`src/hw/rtl/xbt_pkg.sv`:
```
// Shared types, character codes, lexer state codes and event codes for the XML tokenizer.
// No dependencies; every other file of the block imports this package.
`default_nettype none
package xbt_pkg;

    // Defaults for the top level parameters
    localparam int ENTITY_NAME_MAX_DEF = 15;
    localparam int DTD_NEST_MAX_DEF    = 255;

    // Result events
    localparam logic [3:0] EV_TEXT      = 4'd0;
    localparam logic [3:0] EV_TAG_NAME  = 4'd1;
    localparam logic [3:0] EV_ATTR_NAME = 4'd2;
    localparam logic [3:0] EV_ATTR_VAL  = 4'd3;
    localparam logic [3:0] EV_SEP       = 4'd4;
    localparam logic [3:0] EV_TEXT_END  = 4'd5;
    localparam logic [3:0] EV_START_END = 4'd6;
    localparam logic [3:0] EV_SINGLE    = 4'd7;
    localparam logic [3:0] EV_ETAG_END  = 4'd8;
    localparam logic [3:0] EV_EOF       = 4'd9;

    // Lexer states
    localparam logic [4:0] S_IDLE      = 5'd0;
    localparam logic [4:0] S_TEXT      = 5'd1;
    localparam logic [4:0] S_TEXT_ENT  = 5'd2;
    localparam logic [4:0] S_LT        = 5'd3;
    localparam logic [4:0] S_ETAG_NAME = 5'd4;
    localparam logic [4:0] S_ETAG_SKIP = 5'd5;
    localparam logic [4:0] S_PI        = 5'd6;
    localparam logic [4:0] S_BANG      = 5'd7;
    localparam logic [4:0] S_BANG_DASH = 5'd8;
    localparam logic [4:0] S_DTD       = 5'd9;
    localparam logic [4:0] S_COM       = 5'd10;
    localparam logic [4:0] S_COM_D1    = 5'd11;
    localparam logic [4:0] S_COM_D2    = 5'd12;
    localparam logic [4:0] S_TAG_NAME  = 5'd13;
    localparam logic [4:0] S_ATTR_WS   = 5'd14;
    localparam logic [4:0] S_ATTR_NAME = 5'd15;
    localparam logic [4:0] S_EQ        = 5'd16;
    localparam logic [4:0] S_VALUE     = 5'd17;
    localparam logic [4:0] S_VALUE_ENT = 5'd18;
    localparam logic [4:0] S_SLASH     = 5'd19;
    localparam logic [4:0] S_DONE      = 5'd20;

    // Configuration register indexes
    localparam logic [0:0] REG_KEEP_WS     = 1'd0;
    localparam logic [0:0] REG_SPLIT_LIMIT = 1'd1;

    // Character codes
    localparam logic [7:0] CH_NUL   = 8'h00;
    localparam logic [7:0] CH_TAB   = 8'h09;
    localparam logic [7:0] CH_LF    = 8'h0A;
    localparam logic [7:0] CH_VT    = 8'h0B;
    localparam logic [7:0] CH_FF    = 8'h0C;
    localparam logic [7:0] CH_CR    = 8'h0D;
    localparam logic [7:0] CH_SP    = 8'h20;
    localparam logic [7:0] CH_BANG  = 8'h21;
    localparam logic [7:0] CH_DQ    = 8'h22;
    localparam logic [7:0] CH_HASH  = 8'h23;
    localparam logic [7:0] CH_AMP   = 8'h26;
    localparam logic [7:0] CH_SQ    = 8'h27;
    localparam logic [7:0] CH_DASH  = 8'h2D;
    localparam logic [7:0] CH_SLASH = 8'h2F;
    localparam logic [7:0] CH_SEMI  = 8'h3B;
    localparam logic [7:0] CH_LT    = 8'h3C;
    localparam logic [7:0] CH_EQ    = 8'h3D;
    localparam logic [7:0] CH_GT    = 8'h3E;
    localparam logic [7:0] CH_QM    = 8'h3F;
    localparam logic [7:0] CH_LBR   = 8'h5B;
    localparam logic [7:0] CH_RBR   = 8'h5D;
    localparam logic [7:0] CH_X     = 8'h78;

    // Named entities: names padded to four bytes, their lengths and decoded characters
    localparam int NUM_NAMED = 5;
    localparam logic [3:0][7:0] ENT_NAMES [NUM_NAMED] = '{
        {8'h00, 8'h00, 8'h74, 8'h6C},   // lt
        {8'h00, 8'h00, 8'h74, 8'h67},   // gt
        {8'h00, 8'h70, 8'h6D, 8'h61},   // amp
        {8'h73, 8'h6F, 8'h70, 8'h61},   // apos
        {8'h74, 8'h6F, 8'h75, 8'h71}    // quot
    };
    localparam int ENT_LENS [NUM_NAMED] = '{2, 2, 3, 4, 4};
    localparam logic [7:0] ENT_CHARS [NUM_NAMED] = '{CH_LT, CH_GT, CH_AMP, CH_SQ, CH_DQ};

    // One result word and the list of results caused by one input word
    typedef struct packed {
        logic [3:0] ev;
        logic [7:0] ch;
    } res_t;

    typedef struct packed {
        logic [1:0]       n;
        res_t [2:0]       r;
    } res_list_t;

    // Requests from the lexer to the entity tracker
    typedef struct packed {
        logic       clr;
        logic       push;
        logic [7:0] data;
    } ent_ctl_t;

    function automatic logic is_ws(logic [7:0] c);
        return c == CH_SP || c == CH_TAB || c == CH_CR || c == CH_LF || c == CH_FF
            || c == CH_VT;
    endfunction

    function automatic res_list_t add_res(res_list_t l, logic [3:0] ev, logic [7:0] ch);
        res_list_t o;
        o = l;
        if (l.n < 2'd3)
        begin
            o.r[l.n] = '{ev: ev, ch: ch};
            o.n      = l.n + 2'd1;
        end
        return o;
    endfunction

endpackage
`default_nettype wire

```
`src/hw/rtl/xml_byte_tokenizer_unit.sv`:
```
// Top level of the streaming XML tokenizer: lexer, entity tracker and result buffer.
// Depends on xbt_pkg, xbt_lexer, xbt_entity and xbt_result_buf.
//
//  channel  | direction | word contents
//  ---------+-----------+------------------------------------------------
//  s_axis   | in        | tdata[7:0] in_byte, tlast end_of_input
//  m_axis   | out       | tdata[7:0] out_char, tuser[3:0] event_res, tlast last
//  cfg      | in        | cfg_index register, cfg_data value
//
// A byte is decoded in the cycle it is accepted and its results are registered.
// Each result takes one output word, so a byte gives zero to three words:
// the three-entry buffer, drained one word a cycle if not stalled, sets the rate.
// The next byte is taken in the cycle the last result leaves; a byte without results
// leaves the buffer empty. Output stalls back up into s_axis_tready at once.
// Reset clears the lexer to idle and the configuration to zero; no clearing pass.
`default_nettype none
module xml_byte_tokenizer_unit
    import xbt_pkg::*;
#(
    parameter int ENTITY_NAME_MAX = ENTITY_NAME_MAX_DEF,
    parameter int DTD_NEST_MAX    = DTD_NEST_MAX_DEF
)
(
    input  wire logic        clk,
    input  wire logic        rst_n,
    input  wire logic        s_axis_tvalid,
    output logic             s_axis_tready,
    input  wire logic [7:0]  s_axis_tdata,   // [7:0] in_byte
    input  wire logic        s_axis_tlast,   // end_of_input
    output logic             m_axis_tvalid,
    input  wire logic        m_axis_tready,
    output logic [7:0]       m_axis_tdata,   // [7:0] out_char
    output logic [3:0]       m_axis_tuser,   // [3:0] event_res
    output logic             m_axis_tlast,   // last
    input  wire logic        cfg_valid,
    output logic             cfg_ready,
    input  wire logic [0:0]  cfg_index,
    input  wire logic [15:0] cfg_data
);

    logic      accept;
    logic      space;
    res_list_t results;
    res_t      head;

    assign s_axis_tready = space;
    assign accept        = s_axis_tvalid && space;
    assign cfg_ready     = 1'b1;

    xbt_lexer #(
        .ENTITY_NAME_MAX(ENTITY_NAME_MAX),
        .DTD_NEST_MAX   (DTD_NEST_MAX)
    ) u_lexer (
        .clk         (clk),
        .rst_n       (rst_n),
        .accept      (accept),
        .in_byte     (s_axis_tdata),
        .end_of_input(s_axis_tlast),
        .cfg_we      (cfg_valid),
        .cfg_index   (cfg_index),
        .cfg_data    (cfg_data),
        .results     (results)
    );

    xbt_result_buf u_result_buf (
        .clk      (clk),
        .rst_n    (rst_n),
        .load     (accept),
        .load_list(results),
        .space    (space),
        .valid    (m_axis_tvalid),
        .take     (m_axis_tready),
        .head     (head),
        .last     (m_axis_tlast)
    );

    assign m_axis_tdata = head.ch;
    assign m_axis_tuser = head.ev;

    // Only defined event codes leave the block
    a_event_range: assert property (@(posedge clk) disable iff (!rst_n)
        m_axis_tvalid |-> m_axis_tuser <= EV_EOF)
        else $error("undefined event code on output");

    // An end mark always yields at least one result
    a_end_result: assert property (@(posedge clk) disable iff (!rst_n)
        (s_axis_tvalid && s_axis_tready && s_axis_tlast) |=> m_axis_tvalid)
        else $error("end of input gave no result");

    // With nothing to deliver the block takes input
    a_ready_empty: assert property (@(posedge clk) disable iff (!rst_n)
        !m_axis_tvalid |-> s_axis_tready)
        else $error("input stalled while output is empty");

endmodule
`default_nettype wire

```
`src/hw/rtl/xbt_entity.sv`:
```
// Entity reference tracker: follows the entity name byte by byte and keeps its decode ready.
// Depends on xbt_pkg.
`default_nettype none
module xbt_entity
    import xbt_pkg::*;
#(
    parameter int ENTITY_NAME_MAX = ENTITY_NAME_MAX_DEF
)
(
    input  wire logic       clk,
    input  wire logic       rst_n,
    input  wire ent_ctl_t   ctl,
    output logic [7:0]      value
);

    localparam int LEN_W = $clog2(ENTITY_NAME_MAX + 1);

    logic [LEN_W-1:0]     len_reg, len_next;
    logic                 hash_reg, hash_next;
    logic                 x_reg, x_next;
    logic [7:0]           hex_reg, hex_next;
    logic                 hex_stop_reg, hex_stop_next;
    logic [7:0]           dec_reg, dec_next;
    logic                 dec_stop_reg, dec_stop_next;
    logic [NUM_NAMED-1:0] match_reg, match_next;

    // Fold one name byte into the running decodes
    always_comb
    begin
        logic [7:0] b;
        logic [3:0] hd;
        logic       hv;
        logic [7:0] dsum;
        b             = ctl.data;
        len_next      = len_reg;
        hash_next     = hash_reg;
        x_next        = x_reg;
        hex_next      = hex_reg;
        hex_stop_next = hex_stop_reg;
        dec_next      = dec_reg;
        dec_stop_next = dec_stop_reg;
        match_next    = match_reg;
        hv            = 1'b1;
        hd            = 4'd0;
        if (b >= 8'h30 && b <= 8'h39)      hd = 4'(b - 8'h30);
        else if (b >= 8'h41 && b <= 8'h46) hd = 4'(b - 8'h37);
        else if (b >= 8'h61 && b <= 8'h66) hd = 4'(b - 8'h57);
        else                               hv = 1'b0;
        dsum = 8'(b - 8'h30);
        if (ctl.clr)
        begin
            len_next      = '0;
            hex_next      = '0;
            hex_stop_next = 1'b0;
            dec_next      = '0;
            dec_stop_next = 1'b0;
            match_next    = '1;
        end
        else if (ctl.push && len_reg < LEN_W'(ENTITY_NAME_MAX))
        begin
            len_next = len_reg + 1'b1;
            for (int k = 0; k < NUM_NAMED; k++)
            begin
                if (!(len_reg < LEN_W'(ENT_LENS[k]) && b == ENT_NAMES[k][len_reg[1:0]]))
                    match_next[k] = 1'b0;
            end
            if (len_reg == '0) hash_next = (b == CH_HASH);
            if (len_reg == LEN_W'(1)) x_next = (b == CH_X);
            // Hex digits from the third byte on
            if (len_reg >= LEN_W'(2) && !hex_stop_reg)
            begin
                hex_next = {hex_reg[3:0], 4'd0};
                if (hv) hex_next = {hex_reg[3:0], hd};
                else    hex_stop_next = 1'b1;
            end
            // Decimal digits from the second byte on
            if (len_reg >= LEN_W'(1) && !dec_stop_reg)
            begin
                dec_next = 8'({dec_reg, 3'd0} + {dec_reg, 1'b0});
                if (b >= 8'h30 && b <= 8'h39) dec_next = 8'(dec_next + dsum);
                else                          dec_stop_next = 1'b1;
            end
        end
    end

    always_ff @(posedge clk or negedge rst_n)
    begin
        if (!rst_n)
        begin
            len_reg <= '0;
        end
        else
        begin
            len_reg <= len_next;
        end
    end

    always_ff @(posedge clk)
    begin
        hash_reg     <= hash_next;
        x_reg        <= x_next;
        hex_reg      <= hex_next;
        hex_stop_reg <= hex_stop_next;
        dec_reg      <= dec_next;
        dec_stop_reg <= dec_stop_next;
        match_reg    <= match_next;
    end

    // Decoded character: named entities first, then hex, then decimal references
    always_comb
    begin
        value = 8'd0;
        if (len_reg >= LEN_W'(2) && hash_reg && x_reg) value = hex_reg;
        else if (len_reg >= LEN_W'(1) && hash_reg)     value = dec_reg;
        for (int k = 0; k < NUM_NAMED; k++)
        begin
            if (match_reg[k] && len_reg == LEN_W'(ENT_LENS[k])) value = ENT_CHARS[k];
        end
    end

endmodule
`default_nettype wire

```
`src/hw/rtl/xbt_lexer.sv`:
```
// Lexer state machine and configuration registers: turns one byte into up to three results.
// Depends on xbt_pkg and xbt_entity.
`default_nettype none
module xbt_lexer
    import xbt_pkg::*;
#(
    parameter int ENTITY_NAME_MAX = ENTITY_NAME_MAX_DEF,
    parameter int DTD_NEST_MAX    = DTD_NEST_MAX_DEF
)
(
    input  wire logic        clk,
    input  wire logic        rst_n,
    input  wire logic        accept,
    input  wire logic [7:0]  in_byte,
    input  wire logic        end_of_input,
    input  wire logic        cfg_we,
    input  wire logic [0:0]  cfg_index,
    input  wire logic [15:0] cfg_data,
    output res_list_t        results
);

    localparam int DN_W = $clog2(DTD_NEST_MAX + 1);

    typedef struct packed {
        logic [4:0]      st;
        logic [15:0]     tc;
        logic            q;
        logic [DN_W-1:0] dn;
        logic            ent_clr;
        logic            ent_inval;
        res_list_t       l;
    } step_t;

    logic            keep_ws_reg;
    logic [15:0]     limit_reg;
    logic [4:0]      st_reg;
    logic [15:0]     tc_reg;
    logic            q_reg;
    logic [DN_W-1:0] dn_reg;
    logic            inval_reg;
    logic [7:0]      ent_value;
    ent_ctl_t        ent_ctl;
    step_t           s_next;

    xbt_entity #(
        .ENTITY_NAME_MAX(ENTITY_NAME_MAX)
    ) u_entity (
        .clk  (clk),
        .rst_n(rst_n),
        .ctl  (ent_ctl),
        .value(ent_value)
    );

    function automatic logic [15:0] sat_inc(logic [15:0] v);
        return (v != 16'hFFFF) ? 16'(v + 16'd1) : v;
    endfunction

    function automatic step_t text_char(step_t s, logic [7:0] c);
        step_t o;
        o = s;
        if (c == CH_AMP)
        begin
            o.ent_clr   = 1'b1;
            o.ent_inval = 1'b0;
            o.st        = S_TEXT_ENT;
        end
        else if (c != CH_NUL)
        begin
            o.l  = add_res(o.l, EV_TEXT, c);
            o.tc = sat_inc(o.tc);
        end
        return o;
    endfunction

    function automatic step_t idle_byte(step_t s, logic [7:0] c);
        step_t o;
        o    = s;
        o.st = S_IDLE;
        if (c == CH_LT) o.st = S_LT;
        else if (keep_ws_reg || !is_ws(c))
        begin
            o.tc = '0;
            o.st = S_TEXT;
            o    = text_char(o, c);
        end
        return o;
    endfunction

    function automatic step_t dtd_byte(step_t s, logic [7:0] c);
        step_t o;
        o    = s;
        o.st = S_DTD;
        if (c == CH_GT && s.dn == '0) o.st = S_IDLE;
        else if (c == CH_LBR)
        begin
            if (s.dn < DN_W'(DTD_NEST_MAX)) o.dn = s.dn + 1'b1;
        end
        else if (c == CH_RBR && s.dn != '0) o.dn = s.dn - 1'b1;
        return o;
    endfunction

    function automatic step_t tag_name_byte(step_t s, logic [7:0] c);
        step_t o;
        o    = s;
        o.st = S_TAG_NAME;
        if (c == CH_GT)
        begin
            o.l  = add_res(add_res(o.l, EV_SEP, 8'd0), EV_START_END, 8'd0);
            o.st = S_IDLE;
        end
        else if (c == CH_SLASH)
        begin
            o.l  = add_res(o.l, EV_SEP, 8'd0);
            o.st = S_SLASH;
        end
        else if (is_ws(c))
        begin
            o.l  = add_res(o.l, EV_SEP, 8'd0);
            o.st = S_ATTR_WS;
        end
        else if (c != CH_NUL) o.l = add_res(o.l, EV_TAG_NAME, c);
        return o;
    endfunction

    function automatic step_t attr_name_byte(step_t s, logic [7:0] c);
        step_t o;
        o    = s;
        o.st = S_ATTR_NAME;
        if (c == CH_GT)
        begin
            o.l  = add_res(add_res(add_res(o.l, EV_SEP, 8'd0), EV_SEP, 8'd0),
                           EV_START_END, 8'd0);
            o.st = S_IDLE;
        end
        else if (c == CH_SLASH)
        begin
            o.l  = add_res(add_res(o.l, EV_SEP, 8'd0), EV_SEP, 8'd0);
            o.st = S_SLASH;
        end
        else if (c == CH_EQ)
        begin
            o.l  = add_res(o.l, EV_SEP, 8'd0);
            o.st = S_EQ;
        end
        else if (!is_ws(c) && c != CH_NUL) o.l = add_res(o.l, EV_ATTR_NAME, c);
        return o;
    endfunction

    function automatic step_t attr_ws_byte(step_t s, logic [7:0] c);
        step_t o;
        o    = s;
        o.st = S_ATTR_WS;
        if (!is_ws(c))
        begin
            if (c == CH_GT)
            begin
                o.l  = add_res(o.l, EV_START_END, 8'd0);
                o.st = S_IDLE;
            end
            else if (c == CH_SLASH) o.st = S_SLASH;
            else o = attr_name_byte(o, c);
        end
        return o;
    endfunction

    // Close an entity with the character it decodes to, if any
    function automatic step_t ent_finish(step_t s);
        step_t o;
        o = s;
        if (inval_reg)
        begin
            if (ent_value != 8'd0) o.l = add_res(o.l, EV_ATTR_VAL, ent_value);
            o.st = S_VALUE;
        end
        else
        begin
            if (ent_value != 8'd0)
            begin
                o.l  = add_res(o.l, EV_TEXT, ent_value);
                o.tc = sat_inc(o.tc);
            end
            o.st = S_TEXT;
        end
        return o;
    endfunction

    // Next state and results for the byte or end mark on the input
    always_comb
    begin
        step_t      s;
        logic [7:0] c;
        logic       push;
        c           = in_byte;
        push        = 1'b0;
        s.st        = st_reg;
        s.tc        = tc_reg;
        s.q         = q_reg;
        s.dn        = dn_reg;
        s.ent_clr   = 1'b0;
        s.ent_inval = inval_reg;
        s.l         = '0;
        if (st_reg == S_DONE)
        begin
            s.l = add_res(s.l, EV_EOF, 8'd0);
        end
        else if (end_of_input)
        begin
            case (st_reg)
                S_TEXT:
                    s.l = add_res(s.l, EV_TEXT_END, 8'd0);
                S_TEXT_ENT:
                begin
                    s   = ent_finish(s);
                    s.l = add_res(s.l, EV_TEXT_END, 8'd0);
                end
                S_LT, S_TAG_NAME, S_EQ, S_VALUE:
                    s.l = add_res(add_res(s.l, EV_SEP, 8'd0), EV_START_END, 8'd0);
                S_ATTR_WS:
                    s.l = add_res(s.l, EV_START_END, 8'd0);
                S_ATTR_NAME:
                    s.l = add_res(add_res(add_res(s.l, EV_SEP, 8'd0), EV_SEP, 8'd0),
                                  EV_START_END, 8'd0);
                S_VALUE_ENT:
                begin
                    s   = ent_finish(s);
                    s.l = add_res(add_res(s.l, EV_SEP, 8'd0), EV_START_END, 8'd0);
                end
                S_ETAG_NAME, S_ETAG_SKIP:
                    s.l = add_res(s.l, EV_ETAG_END, 8'd0);
                S_SLASH:
                    s.l = add_res(s.l, EV_SINGLE, 8'd0);
                default:
                    s.l = s.l;
            endcase
            s.l  = add_res(s.l, EV_EOF, 8'd0);
            s.st = S_DONE;
        end
        else
        begin
            case (st_reg)
                S_TEXT:
                begin
                    if (c == CH_LT)
                    begin
                        s.l  = add_res(s.l, EV_TEXT_END, 8'd0);
                        s.st = S_LT;
                    end
                    else if (limit_reg != 16'd0 && tc_reg >= limit_reg)
                    begin
                        s.l = add_res(s.l, EV_TEXT_END, 8'd0);
                        s   = idle_byte(s, c);
                    end
                    else s = text_char(s, c);
                end
                S_TEXT_ENT, S_VALUE_ENT:
                begin
                    if (c == CH_SEMI) s = ent_finish(s);
                    else if (c != CH_NUL) push = 1'b1;
                end
                S_LT:
                begin
                    if (c == CH_SLASH)     s.st = S_ETAG_NAME;
                    else if (c == CH_QM)   s.st = S_PI;
                    else if (c == CH_BANG) s.st = S_BANG;
                    else                   s = tag_name_byte(s, c);
                end
                S_ETAG_NAME:
                begin
                    if (c == CH_GT)
                    begin
                        s.l  = add_res(s.l, EV_ETAG_END, 8'd0);
                        s.st = S_IDLE;
                    end
                    else if (is_ws(c))    s.st = S_ETAG_SKIP;
                    else if (c != CH_NUL) s.l = add_res(s.l, EV_TAG_NAME, c);
                end
                S_ETAG_SKIP:
                begin
                    if (c == CH_GT)
                    begin
                        s.l  = add_res(s.l, EV_ETAG_END, 8'd0);
                        s.st = S_IDLE;
                    end
                end
                S_PI:
                    if (c == CH_GT) s.st = S_IDLE;
                S_BANG:
                begin
                    if (c == CH_DASH) s.st = S_BANG_DASH;
                    else
                    begin
                        s.dn = '0;
                        s    = dtd_byte(s, c);
                    end
                end
                S_BANG_DASH:
                begin
                    if (c == CH_DASH) s.st = S_COM;
                    else
                    begin
                        s.dn = '0;
                        s    = dtd_byte(s, c);
                    end
                end
                S_DTD:
                    s = dtd_byte(s, c);
                S_COM:
                    if (c == CH_DASH) s.st = S_COM_D1;
                S_COM_D1:
                    s.st = (c == CH_DASH) ? S_COM_D2 : S_COM;
                S_COM_D2:
                begin
                    if (c == CH_GT)        s.st = S_IDLE;
                    else if (c != CH_DASH) s.st = S_COM;
                end
                S_TAG_NAME:
                    s = tag_name_byte(s, c);
                S_ATTR_WS:
                    s = attr_ws_byte(s, c);
                S_ATTR_NAME:
                    s = attr_name_byte(s, c);
                S_EQ:
                begin
                    if (!is_ws(c))
                    begin
                        if (c == CH_DQ || c == CH_SQ)
                        begin
                            s.q  = (c == CH_SQ);
                            s.st = S_VALUE;
                        end
                        else
                        begin
                            s.l = add_res(s.l, EV_SEP, 8'd0);
                            s   = attr_ws_byte(s, c);
                        end
                    end
                end
                S_VALUE:
                begin
                    if (c == (q_reg ? CH_SQ : CH_DQ))
                    begin
                        s.l  = add_res(s.l, EV_SEP, 8'd0);
                        s.st = S_ATTR_WS;
                    end
                    else if (c == CH_GT)
                    begin
                        s.l  = add_res(add_res(s.l, EV_SEP, 8'd0), EV_START_END, 8'd0);
                        s.st = S_IDLE;
                    end
                    else if (c == CH_AMP)
                    begin
                        s.ent_clr   = 1'b1;
                        s.ent_inval = 1'b1;
                        s.st        = S_VALUE_ENT;
                    end
                    else if (c != CH_NUL) s.l = add_res(s.l, EV_ATTR_VAL, c);
                end
                S_SLASH:
                begin
                    if (c == CH_GT)
                    begin
                        s.l  = add_res(s.l, EV_SINGLE, 8'd0);
                        s.st = S_IDLE;
                    end
                end
                default:
                    s = idle_byte(s, c);
            endcase
        end
        s_next       = s;
        ent_ctl.clr  = accept && s.ent_clr;
        ent_ctl.push = accept && push;
        ent_ctl.data = c;
    end

    assign results = s_next.l;

    // Lexer state advances on each accepted word
    always_ff @(posedge clk or negedge rst_n)
    begin
        if (!rst_n)
        begin
            st_reg    <= S_IDLE;
            tc_reg    <= '0;
            q_reg     <= 1'b0;
            dn_reg    <= '0;
            inval_reg <= 1'b0;
        end
        else if (accept)
        begin
            st_reg    <= s_next.st;
            tc_reg    <= s_next.tc;
            q_reg     <= s_next.q;
            dn_reg    <= s_next.dn;
            inval_reg <= s_next.ent_inval;
        end
    end

    // Configuration registers
    always_ff @(posedge clk or negedge rst_n)
    begin
        if (!rst_n)
        begin
            keep_ws_reg <= 1'b0;
            limit_reg   <= '0;
        end
        else if (cfg_we)
        begin
            case (cfg_index)
                REG_KEEP_WS:     keep_ws_reg <= cfg_data[0];
                REG_SPLIT_LIMIT: limit_reg   <= cfg_data;
                default:         limit_reg   <= limit_reg;
            endcase
        end
    end

endmodule
`default_nettype wire

```
`src/hw/rtl/xbt_result_buf.sv`:
```
// Result buffer: holds the up to three results of one input word and hands them out in order.
// Depends on xbt_pkg.
`default_nettype none
module xbt_result_buf
    import xbt_pkg::*;
(
    input  wire logic  clk,
    input  wire logic  rst_n,
    input  wire logic  load,
    input  res_list_t  load_list,
    output logic       space,
    output logic       valid,
    input  wire logic  take,
    output res_t       head,
    output logic       last
);

    res_t [2:0] ent_reg;
    logic [1:0] cnt_reg;
    logic [1:0] head_reg;

    // Room for a new word when the buffer is empty or empties in this cycle
    assign space = (cnt_reg == 2'd0) || (cnt_reg == 2'd1 && take);
    assign valid = (cnt_reg != 2'd0);
    assign head  = ent_reg[head_reg];
    assign last  = (cnt_reg == 2'd1);

    always_ff @(posedge clk or negedge rst_n)
    begin
        if (!rst_n)
        begin
            cnt_reg  <= '0;
            head_reg <= '0;
        end
        else if (load)
        begin
            cnt_reg  <= load_list.n;
            head_reg <= '0;
        end
        else if (take && valid)
        begin
            cnt_reg  <= cnt_reg - 2'd1;
            head_reg <= head_reg + 2'd1;
        end
    end

    always_ff @(posedge clk)
    begin
        if (load) ent_reg <= load_list.r;
    end

endmodule
`default_nettype wire
```
`config.mk`:
```
export PLATFORM = sky130hd
export DESIGN_NAME = xml_byte_tokenizer_unit
export DESIGN_NICKNAME = d
export VERILOG_FILES = /design/src/hw/rtl/xbt_pkg.sv /design/src/hw/rtl/xml_byte_tokenizer_unit.sv /design/src/hw/rtl/xbt_entity.sv /design/src/hw/rtl/xbt_lexer.sv /design/src/hw/rtl/xbt_result_buf.sv
export SDC_FILE = /design/constraint.sdc
export NUM_CORES = 1
export LEC_CHECK = 0
export BUFFER_PORTS_ARGS = -buffer_cell sky130_fd_sc_hd__clkbuf_2
export CORE_MARGIN = 2
export CORE_UTILIZATION = 68
export CTS_BUF_LIST = sky130_fd_sc_hd__clkbuf_16
export CTS_CLUSTER_SIZE = 30
export DETAILED_ROUTE_END_ITERATION = 7
export PLACE_DENSITY_LB_ADDON = 0.15
export SETUP_SLACK_MARGIN = 0.2
export SYNTH_ARGS = -nofsm -noshare
export SYNTH_HDL_FRONTEND = slang
export SYNTH_SLANG_ARGS = --single-unit
```
`constraint.sdc`:
```
create_clock -name clk -period 9.4 [get_ports clk]
set_input_delay 1.88 -clock clk [delete_from_list [all_inputs] [get_ports clk]]
set_output_delay 1.88 -clock clk [all_outputs]
set_load 0.005 [all_outputs]
```
==> summary.txt <==
Pwr
  • Sw Pwr: 983 uW
  • Reg power frac: 31.0%
  • Leak: 0.00391 uW
  • Total Power: 2180 uW
  • Clock power share: 18.6%
  • Pwr dens: 225 nW/um^2
  • Worst vdd ir: 0.131 mV
  • Sw Ratio: 45.1%
  • Cell Int Power: 1200 uW
  • Combinational power share: 50.5%

Route
  • Vias per inst: 7.17
  • Final wirelength: 28700 um
  • DR vias: 9224
  • DR pass1 iterations: 8
  • DRT iter0 DRCs: 1395
  • Final antenna-violating net count: 0
  • DRC viols: 0
  • Drt wl/cell: 22.3 um

Yosys
  • Seq/Total Area, Yosys: 29.7%
  • Compound-gate portion of the synthesized area: 24.7%
  • Synthesized flop and latch total: 107
  • Synth cell count leaders: nor2_1, nand2_1, a21oi_1, dfrtp_1
  • Number of enable flip-flop cells after synthesis: 28
  • Synth area leaders: dfrtp_1, edfxtp_1, ha_1
  • Post-Synth Simple-Gate Area: 23.5%
  • Cell taking the most area after synthesis: dfrtp_1
  • Post-synthesis adder-cell area fraction: 7.54%
  • Syn_area_per_cell: 8.25 um^2
  • Dominant cell by count in the synthesized netlist: nor2_1
  • Gate Count Post-Synth: 1102
  • Multiplexer share of the synthesized area: 6.08%
  • Synth Area in XOR/XNOR: 2.89%
  • Net Count, Synth: 1186
  • Top FF cell, synth: dfrtp_1
  • Post-synth ARST share: 52.3%
  • Syn Std Cell Area: 9090 um^2
  • Largest family of logic cells by synthesized area: compound AO/OA/AOI/OAI gates
  • Distinct cells, synth: 91
  • Ys Warns: 0
  • Yosys top cell area share: 15.4%

Place
  • Placed insts: 1270
  • Dpl ws: 3800 ps
  • PortBufs: 45
  • Final HPWL DP: 20600 um
  • Routability cong.: 1.05

Timing
  • Final Cycle Share: 56.9%
  • Skew final: 14.3 ps
  • Worst rel slew slack: 27.8%
  • Max-slew violation count: 0
  • Max frequency: 187 MHz
  • Final setup vio count: 0
  • Post-route minimum period: 5350 ps
  • Final Hold Vio Count: 0
  • RSZ-0062 raised after global routing: false
  • Worst-Margin Slew: 1070 ps
  • Worst setup margin: 4050 ps
  • Setup TNS: 0 ps

Run status
  • Status: finished, final reports clean

Clocking
  • Worst-Skew Late Latency: 370 ps
  • H-tree Lvls: 3
  • CTS tree: built
  • CTS buffer count: 9
  • Hold buffers post-CTS: 0
  • Clk sink count: 107
  • Setup bufs post-CTS: 0
  • Clock Root Buffer: clkbuf_16
  • Clk buf depth: 2
  • Clk slew on worst S/H paths: 80 ps
  • Post-cts sizing count: 0

Worst setup path
  • Setup crit start kind: input port
  • CP peak stage delay: 730 ps
  • Critical path fanouts, max: 19
  • Crit path required time: 9650 ps
  • Data arrival time of the critical path: 5600 ps
  • Critical path depth in cells: 11
  • Critical Path End Type: register
  • Slowest cell on crit path: nor3b_1
  • CP cell instances: clkbuf_2, inv_1, ha_1, nor3b_1, nand3_1, a21oi_1, nand2_1, a21oi_1, a311o_1, nor2_2, a221o_1
  • R2r worst-path depth: 10
  • Crit-path most repeated cell: a21oi_1
  • Worst path top cell family by delay: compound AO/OA/AOI/OAI gates
  • Buffers plus inverters on the worst setup path: 2
  • Critical path class: input port to register

Final layout
  • Non-Filler Instances: 1286
  • Share of cells above drive strength 1: 11.4%
  • Nets: 1189
  • Antenna Cells: 0
  • Layout area overhead: 6.32%
  • Largest register FFs: 26
  • Final Util: 73.6%

Die
  • I/O pin total: 47
  • Die width: 120 um
  • Die area: 14300 um^2
  • Starting Density: 69.2%
  • Core footprint: 13100 um^2
  • Die height: 120 um
  • Row count: 42

GRT
  • First-pass GRT wire length: 45700 um
  • Vias in the first global route: 8599
  • Grt ovf: 0
  • Initial antenna violation count: 0
  • GRT Util Overall: 40.3%
  • Pin count of the biggest net entering global routing: 57

Min path
  • HP Class: register to register
  • Hold Path Depth: 2

Flow run
  • # Max-Cap Violations: 0
cell families (layout without fill, tap and decap cells):
kind of cell,after synthesis,count (layout)
AO/OA/AOI/OAI,319,319
XOR/XNOR,30,30
adder cells (fa/ha/maj),53,53
buffers and inverters,123,131
flip-flops,107,107
multiplexers,52,52
other,1,1
AND/OR/NAND/NOR,417,417
per-stage QoR:
stage | cell area (um^2) | hold slack (ps)
2_1_floorplan | 9090 | 430
3_3_place_gp | 9350 | 440
3_5_place_dp | 9350 | 452
4_1_cts | 9670 | 469
5_1_grt | 9670 | 495
6_report | 9670 | 465
metal layers:
metal,GRT usage (%),vias up,share of wire [%],wire length [um]
met5,0,-,0,0
met4,19.1,0,5.1,1470
met3,7.79,130,10,2890
met2,61.4,585,45,12800
met1,55.3,4351,40,11600
li1,-,4158,-,-
tightest hold or removal path, stage by stage (launching register included):
cell and delay, ps:
dfxtp_1 330, a21oi_1 40, nor2_1 70
path summary, 6_finish.rpt:
check,start,end,slack (ps)
max,s_axis_tdata[4],u_lexer.tc_reg[11]$_DFFE_PN0P_,4050
min,u_lexer.u_entity.hex_stop_reg$_SDFFE_PP0P_,u_lexer.u_entity.hex_stop_reg$_SDFFE_PP0P_,470
max reg2reg,u_lexer.u_entity.len_reg[1]$_DFFE_PN0P_,u_result_buf.cnt_reg[0]$_DFFE_PN0P_,5120
min reg2reg,u_lexer.u_entity.hex_stop_reg$_SDFFE_PP0P_,u_lexer.u_entity.hex_stop_reg$_SDFFE_PP0P_,470
max in group asynchronous,rst_n,u_lexer.dn_reg[0]$_DFFE_PN0P_,7220
min in group asynchronous,rst_n,u_result_buf.cnt_reg[0]$_DFFE_PN0P_,1650
power by group through the flow:
| stage | clock, uW | sequential (uW) | combinational, uW |
|---|---|---|---|
| final | 405 | 675 | 1100 |
| after floorplan | 0 | 619 | 812 |
| after CTS | 405 | 671 | 1060 |
| after global placement | 0 | 674 | 1040 |
| after detailed placement | 0 | 679 | 1050 |
| after global routing | 421 | 686 | 1180 |
cell type report:
| cell class | instances | area, um^2 |
|---|---|---|
| well taps | 176 | 220 |
| inverters | 57 | 214 |
| multi-input cells | 872 | 5890 |
| flip-flops and latches | 107 | 2700 |
| clock inverters | 7 | 88.8 |
| clock buffers | 9 | 225 |
| repair buffers | 58 | 323 |
| fillers | 1044 | 3470 |
placed cells by master (no fill, tap or decap), types with 7 or more instances in the layout:
cell	Yosys	layout
clkbuf_2	1	45
nor3_1	49	49
mux2i_1	26	26
nor2b_1	13	13
mux2_2	26	26
nand2_1	94	94
a21oi_1	77	76
a221o_1	13	13
or3_1	11	11
o22ai_1	10	10
edfxtp_1	28	28
and2_1	11	11
a31oi_1	15	15
o21ai_0	55	55
dfrtp_1	56	56
a22oi_1	7	7
inv_1	55	56
ha_1	50	50
dfxtp_1	23	23
nand3_1	38	38
nor4_1	12	12
buf_4	1	13
xnor2_1	24	24
a211oi_1	14	14
nand4_1	27	27
a21o_1	11	11
nor2_1	95	95
o211ai_1	15	15
and3_1	17	17
nand2b_1	9	9
clkbuf_16	0	9
(Power assumes the default switching activity.)
